File: config.mk
export PLATFORM = sky130hd
export DESIGN_NAME = dcr_div
export DESIGN_NICKNAME = d
export VERILOG_FILES = /design/src/rtl/dcr_pkg.sv /design/src/rtl/dcr_div.sv
export SDC_FILE = /design/constraint.sdc
export NUM_CORES = 1
export LEC_CHECK = 0
export BUFFER_PORTS_ARGS = -buffer_cell sky130_fd_sc_hd__buf_2
export CORE_MARGIN = 2
export CORE_UTILIZATION = 40
export CTS_CLUSTER_SIZE = 28
export DETAILED_ROUTE_END_ITERATION = 10
export GPL_ROUTABILITY_DRIVEN = 0
export HOLD_SLACK_MARGIN = 0.08
export SKIP_LAST_GASP = 1
export SYNTH_ARGS = -nofsm -noshare
export SYNTH_HDL_FRONTEND = slang
export SYNTH_SLANG_ARGS = --single-unit
File: constraint.sdc
create_clock -name clk_i -period 5.9 [get_ports clk_i]
set_input_delay 0 -clock clk_i [delete_from_list [all_inputs] [get_ports clk_i]]
set_output_delay 0 -clock clk_i [all_outputs]
set_load 0.005 [all_outputs]
File: src/rtl/dcr_pkg.sv
// shared constants, codes and types for the depth driven column remap unit
// no dependencies; compiled first

package dcr_pkg;

  // row store geometry
  localparam int unsigned MaxWidth = 2048;
  localparam int unsigned AddrW    = $clog2(MaxWidth);

  // field widths
  localparam int unsigned ColorW   = 24;
  localparam int unsigned CoefW    = 24;
  localparam int unsigned DepthW   = 16;
  localparam int unsigned WidthW   = 12;
  localparam int unsigned StatusW  = 2;
  localparam int unsigned SrcW     = CoefW + 2;

  // divider sequencing, one quotient bit per cycle
  localparam int unsigned DivSteps = CoefW;
  localparam int unsigned DivCntW  = $clog2(DivSteps);

  // configuration port
  localparam int unsigned ApbDataW = 32;
  localparam int unsigned PaddrW   = 3;
  localparam int unsigned RegIdxW  = 1;
  localparam logic [RegIdxW-1:0] RegShift = 1'b0;
  localparam logic [RegIdxW-1:0] RegWidth = 1'b1;

  // register reset values
  localparam logic signed [CoefW-1:0] ShiftReset = -24'sd24000;
  localparam logic [WidthW-1:0]       WidthReset = 12'd640;

  // input commands
  localparam logic CmdLoad = 1'b0;
  localparam logic CmdMap  = 1'b1;

  // result status codes
  localparam logic [StatusW-1:0] StCopied    = 2'd0;
  localparam logic [StatusW-1:0] StZeroDepth = 2'd1;
  localparam logic [StatusW-1:0] StOutside   = 2'd2;

  // divider status toward the sequencer
  typedef struct packed {
    logic busy;
    logic done;
  } div_status_t;

  // row store access request
  typedef struct packed {
    logic              wr_en;
    logic [AddrW-1:0]  wr_addr;
    logic [ColorW-1:0] wr_data;
    logic              rd_en;
    logic [AddrW-1:0]  rd_addr;
  } store_req_t;

endpackage

File: src/rtl/dcr_div.sv
// sequential restoring divider: signed coefficient by unsigned depth
// gives quotient magnitude and sign, truncated toward zero; depends on dcr_pkg

module dcr_div (
  input  logic                                clk_i,
  input  logic                                rst_ni,
  input  logic                                start_i,
  input  logic signed [dcr_pkg::CoefW-1:0]    dividend_i,
  input  logic [dcr_pkg::DepthW-1:0]          divisor_i,
  output dcr_pkg::div_status_t                status_o,
  output logic [dcr_pkg::CoefW-1:0]           mag_o,
  output logic                                neg_o
);
  import dcr_pkg::*;

  logic                busy_q, busy_d;
  logic                done_q, done_d;
  logic [DivCntW-1:0]  cnt_q, cnt_d;
  logic [DepthW-1:0]   rem_q, rem_d;
  logic [CoefW-1:0]    quo_q, quo_d;
  logic [DepthW-1:0]   dvs_q, dvs_d;
  logic                neg_q, neg_d;
  logic [DepthW:0]     trial;
  logic [DepthW:0]     diff;
  logic                fits;

  // one restoring step: shift in the next dividend bit and try a subtract
  always_comb begin
    trial = {rem_q, quo_q[CoefW-1]};
    diff  = trial - {1'b0, dvs_q};
    fits  = (trial >= {1'b0, dvs_q});
  end

  // step sequencing
  always_comb begin
    busy_d = busy_q;
    done_d = 1'b0;
    cnt_d  = cnt_q;
    rem_d  = rem_q;
    quo_d  = quo_q;
    dvs_d  = dvs_q;
    neg_d  = neg_q;
    if (start_i) begin
      busy_d = 1'b1;
      cnt_d  = '0;
      rem_d  = '0;
      dvs_d  = divisor_i;
      neg_d  = dividend_i[CoefW-1];
      quo_d  = dividend_i[CoefW-1] ? (-dividend_i) : dividend_i;
    end else if (busy_q) begin
      rem_d = fits ? diff[DepthW-1:0] : trial[DepthW-1:0];
      quo_d = {quo_q[CoefW-2:0], fits};
      cnt_d = cnt_q + 1'b1;
      if (cnt_q == DivCntW'(DivSteps - 1)) begin
        busy_d = 1'b0;
        done_d = 1'b1;
      end
    end
  end

  // control state
  always_ff @(posedge clk_i or negedge rst_ni) begin
    if (!rst_ni) begin
      busy_q <= 1'b0;
      done_q <= 1'b0;
      cnt_q  <= '0;
    end else begin
      busy_q <= busy_d;
      done_q <= done_d;
      cnt_q  <= cnt_d;
    end
  end

  // datapath
  always_ff @(posedge clk_i) begin
    rem_q <= rem_d;
    quo_q <= quo_d;
    dvs_q <= dvs_d;
    neg_q <= neg_d;
  end

  assign status_o.busy = busy_q;
  assign status_o.done = done_q;
  assign mag_o         = quo_q;
  assign neg_o         = neg_q;

endmodule

==> flow_summary.ini, run 1 <==
[timing]
skew_ns = 0.00912
fin_crit_ns = 2.93
finalSetupViolCount = 0
clock.fmax_ghz = 0.341
slew_viol_final = 0
rsz0062_at_grt = no
slew_headroom_pct = 20.8
worstMarginPinSlew_ns = 1.17
hold_viol_final = 0
post-route-period-util_pct = 49.7
fin_setup_tns_ns = 0

[clock_network]
htreeDepth = 3
clock_latency_ns = 0.35
cts.sinks = 64
cts_tree = built
clk_path_buf_depth = 2
cts_buffers = 9
root_buffer = clkbuf_8
cts.clk_slew.worst_paths_ns = 0.08
cts-resized-gates = 0

[layout]
fin_util_pct = 50.7
final_nets = 580
antenna_cells = 0
syn2layout_area_growth_pct = 23.0
drive_above_1_share_pct = 18.2

[die]
placementRows = 36
die_x_um = 104
die_h_um = 104
start_util_pct = 41.2
pin_count = 70
core_area_um2 = 9730
die_area_um2 = 10800

[drt]
drt-pass1-iter-count = 4
route.detailed.drc = 0
finalWirelength_um = 9480
vias_per_cell = 5.26
drt_iter0_drc = 146
num_vias = 3450
antenna_left = 0
route.detailed.wl_per_inst_um = 14.4

[logic_synthesis]
netlist.area_leader.share_pct = 30.7
async_reset_ff_share_pct = 10.9
synth_compound_area_share_pct = 18.2
synth_top_family_by_area = simple AND/OR/NAND/NOR gates
yosysTopAreaCell = edfxtp_1
syn-instance-count = 428
yosysUniqueCellTypes = 65
yosysSeqAreaShare_pct = 43.1
syn_area_um2 = 4010
synth-adder-area-share_pct = 6.12
synthTopCellsByArea = edfxtp_1 (31%), dfxtp_1 (8.0%), xor2_1 (6.6%), ha_1 (5.6%), nor2_1 (4.4%)
syn_nets = 490
synth-seq-cells = 64
synth_warnings = 0
synth_edf_count = 41
synth_simple_gate_area_share_pct = 19.1
yosysMostFrequentCell = nor2_1
synth_xor_area_share_pct = 7.65
ys_dominant_reg_cell = edfxtp_1
synth.top_cells.by_count = nor2_1 (47), edfxtp_1 (41), nand2_1 (37)
synth_area_per_cell_um2 = 9.36
synthMuxAreaShare_pct = 0.781

[worst_setup_path]
rrSetupSlack_ns = 2.97
critical-path-top-delay-family = compound AO/OA/AOI/OAI gates
cp_max_fo = 20
max_stage_delay_ns = 0.76
crit_type = reg -> reg
crit_buf_inv = 1
cp_cell_sequence = inv_1 -> ha_1 -> a21oi_1 -> o211ai_1 -> a21boi_0 -> a41o_1 -> mux2_1 -> a211oi_2
r2r_end = rem_q[0]
crit_arrival_ns = 3.20
crit_slowest_cell = a41o_1
ff2ff_path_depth = 8
cp.required_ns = 6.16
end_kind = flop
r2r_start = dvs_q[8]
critPathLaunchType = flop

[grt]
grt_start_max_net_pins = 56
grt_pass1_wl_um = 16000
busiest_layer = met2
grtUsageMet2_pct = 30.4
use_met1_pct = 23.9
grt_use_met3_pct = 3.70
antenna_found_initial = 0
grt_pass1_vias = 3340
groute.usage.overall_pct = 18.0
overflow = 0

[power]
p_seq_share_pct = 49.3
leakage_nw = 2.09
power.switching_mw = 0.292
power.density_nw_per_um2 = 218
report.power.total_mw = 1.08
switching_share_pct = 27.1
combPwrFrac_pct = 16.4
p_clk_share_pct = 34.4
intPower_mw = 0.786
vdd_drop_max_uv = 107

[outcome]
status = finished clean

[place]
port_buffers = 69
dp_hpwl_um = 6660

[flow_run]
max_cap_viol_count = 0

[hold_path]
holdPathEnd = mag_o[16]
hold_start = dividend_i[16]
hold_path_depth = 3
min_path_type = in -> reg
-- layout by cell type, fill, tap and decap left out, types with 3 or more instances in the layout --
cell            n
nor2_1         47
nand2_1        37
a31oi_1         3
nand3_1         7
buf_2          69
xor2_1         30
dlygate4sd3_1  31
xnor2_1         5
a21oi_1        35
o21ai_0        18
or3_1           8
nor3b_1         7
edfxtp_1       41
clkbuf_8       10
nor2b_1         5
dfxtp_1        16
a41oi_1         4
inv_1          25
o21a_1          4
and3_1          3
a311oi_1        5
nand2b_1        4
dfrtp_1         7
nand4_1         4
o31ai_1        15
ha_1           18
nor3_1          7
-- sequential cells by signal (all words and copies together), names as in the netlist --
signal / count
mag_o: 24
rem_q: 16
dvs_q: 16
busy_q: 1
cnt_q: 5
neg_o: 1
done_q: 1
-- stage by stage --
step                setup WS (ns)  area, µm²  hold WS, ns  instances
detailed placement           2.97       4430       -0.158        609
global placement             2.95       4430       -0.155        609
floorplan                    3.68       4010       -0.296        428
global route                 2.72       4930        0.119        656
finish                       2.97       4930       0.0925        656
CTS                          2.95       4930       0.0933        656
-- logic make-up (layout without fill, tap and decap cells) --
logic type,count (synthesis),count (layout)
AND/OR/NAND/NOR,149,149
AO/OA/AOI/OAI,110,110
flip-flops,64,64
buffers and inverters,48,143
XOR/XNOR,35,35
adder cells (fa/ha/maj),19,19
multiplexers,3,3
-- worst min-delay path: cells and delay by family --
kind / cells / cell delay [ns]
buf+inv: 1 / 0.12
xor+xnor: 1 / 0.07
compound gates: 1 / 0.13
-- repair_timing --
action / in CTS / in global routing
hold buffers: 31 / 0
setup buffers: 0 / 0
hold endpoints to repair: 37 / 0
-- worst max path at each step --
stage	cells past startpoint	end	startpoint
after global placement	8	rem_q[14]	dvs_q[6]
after CTS	8	rem_q[0]	dvs_q[8]
final	8	rem_q[0]	dvs_q[8]
after detailed placement	8	rem_q[0]	dvs_q[8]
after floorplan	9	rem_q[0]	dvs_q[14]
after global routing	8	rem_q[0]	dvs_q[8]
-- power groups by stage --
stage	clock, mW	combinational [mW]	sequential (mW)
global placement	0	0.159	0.541
global route	0.400	0.199	0.536
finish	0.370	0.176	0.531
detailed placement	0	0.161	0.540
CTS	0.380	0.177	0.531
floorplan	0	0.0936	0.540
-- layout make-up --
| cell class | instances | area (µm²) |
|---|---|---|
| tap | 133 | 166 |
| timing repair buffer | 102 | 671 |
| inverter | 25 | 93.8 |
| sequential | 64 | 1730 |
| clock inverter | 4 | 26.3 |
| fill | 960 | 4800 |
| clock buffer | 12 | 166 |
| multi-input combinational | 316 | 2080 |
-- layer usage --
layer | vias up | routed length (µm)
met5 | - | 0
met2 | 85 | 4500
met3 | 13 | 447
met1 | 1603 | 4400
li1 | 1749 | -
met4 | 0 | 126
Note: power is estimated with default switching activity, not from simulation.
==> run 2, diff against run 1 <==
clock period = 2.8 ns   (was 5.9 ns; I/O delays follow)
==> run 2 against run 1 <==
Net effect: first-iteration DRC count grew 43%; hold slack gained 0.015 ns; via count grew 2.0%; final area grew 2.1%; routed wire length grew 5.7%; sequential power grew 110%; clock skew is essentially flat; global-route usage grew 1.2 points; non-clock buffer count grew 10; power grew 120%; flip-flop and latch count is the same; critical endpoint unchanged; largest power group unchanged.
==> flow_summary.ini, run 2 (synthesized netlist as in run 1, its figures left out) <==
[power]
power.density_nw_per_um2 = 476
leakage_nw = 2.15
vdd_drop_max_uv = 308

[drt]
drt_iter0_drc = 209
route.detailed.wl_per_inst_um = 15.0
num_vias = 3519
route.detailed.drc = 0
vias_per_cell = 5.28
antenna_left = 0
finalWirelength_um = 10000
drt-pass1-iter-count = 4

[die]
die_area_um2 = 10800
placementRows = 36
die_h_um = 104
core_area_um2 = 9730
start_util_pct = 41.2
pin_count = 70
die_x_um = 104

[clock_network]
cts_tree = built
cts_buffers = 9
htreeDepth = 3
cts.clk_slew.worst_paths_ns = 0.07
clk_path_buf_depth = 2
clock_latency_ns = 0.36
root_buffer = clkbuf_8
cts.sinks = 64

[grt]
grt_pass1_vias = 3574
groute.usage.overall_pct = 19.2
antenna_found_initial = 0
grt_pass1_wl_um = 16800
grt_start_max_net_pins = 47
overflow = 0

[timing]
hold_ws_ns = 0.108
fin_crit_ns = 2.55
hold_viol_final = 0
finalSetupViolCount = 0
clock.fmax_ghz = 0.393
fin_setup_tns_ns = 0
post-route-period-util_pct = 90.9
skew_ns = 0.00929
slew_headroom_pct = 60.0
worstMarginPinSlew_ns = 0.600
rsz0062_at_grt = no
slew_viol_final = 0

[worst_setup_path]
end_kind = flop
cp.required_ns = 3.08
crit_slowest_cell = a41o_2
critPathLaunchType = flop
crit_type = reg -> reg
cp_cell_sequence = ha_1 -> a21oi_1 -> o211ai_1 -> a21boi_0 -> a41o_2 -> mux2_1 -> a211oi_2
cp_max_fo = 13
max_stage_delay_ns = 0.41
crit_arrival_ns = 2.83
critical-path-top-delay-family = compound AO/OA/AOI/OAI gates
crit_buf_inv = 0

[place]
dp_hpwl_um = 7120
port_buffers = 69

[layout]
multiInputGateArea_um2 = 2080
drive_above_1_share_pct = 19.3
final_nets = 590
largest_reg_flops = 24
mostFrequentLayoutCell = buf_2
fillers = 967
seqCellArea_um2 = 1730
syn2layout_area_growth_pct = 25.6
antenna_cells = 0
layout_common_cells = buf_2 (69), nor2_1 (47), edfxtp_1 (41)

[hold_path]
min_path_type = in -> reg

[outcome]
status = finished clean

[flow_run]
max_cap_viol_count = 0
==> run 2: layout make-up <==
cell class / instances / share of cell area [%]
clock inverters: 6 / 1.67
repair buffers: 112 / 15.0
well taps: 133 / 3.31
inverters: 25 / 1.86
clock buffers: 10 / 2.54
multi-input cells: 316 / 41.4
flip-flops and latches: 64 / 34.3
==> run 2: per-layer routing <==
metal / GRT usage, % / routed length (µm)
met3: 5.70 / 590
met1: 23.6 / 4460
met2: 31.7 / 4780
met5: 0 / 0
met4: 7.34 / 184
==> run 2: report_power, final <==
group / internal, mW / leakage (nW) / total [mW] / switching, mW
sequential: 1.08 / 0.633 / 1.12 / 0.0371
clock: 0.498 / 0.110 / 0.889 / 0.391
combinational: 0.180 / 1.40 / 0.388 / 0.208
total: 1.76 / 2.15 / 2.40 / 0.636
==> run 2: path summary, 6_finish.rpt <==
path,cells past startpoint,from,to,slack [ns]
max in group asynchronous,3,rst_ni,cnt_q[1],1.96
worst max-delay path,7,rem_q[7],rem_q[0],0.25
worst min-delay path,3,dividend_i[18],mag_o[18],0.11
worst max register to register,7,rem_q[7],rem_q[0],0.25
worst min register to register,2,rem_q[4],rem_q[5],0.52
min in group asynchronous,3,rst_ni,done_q,0.59
==> run 2: stage by stage <==
step	power (mW)	utilization [%]	area, µm²	std cells	worst slack (ns)
finish	2.40	51.7	5030	666	0.254
global route	2.51	51.7	5030	666	0.0916
CTS	2.42	51.7	5030	666	0.177
detailed placement	1.49	46.1	4480	616	0.188
global placement	1.48	46.1	4480	616	0.294
floorplan	1.33	-	4010	428	0.581
==> run 2: worst min-delay path: stages <==
cell	delay, ns
buf_2	0.12
xor2_1	0.07
a21oi_1	0.15
==> run 2: repair_timing <==
| action | CTS | global route |
|---|---|---|
| endpoints found under the hold margin | 41 | 0 |
| hold buffers | 34 | 0 |
| setup buffers | 0 | 0 |
| endpoints found under the setup margin | 0 | 2 |
| gates resized for setup | 0 | 1 |
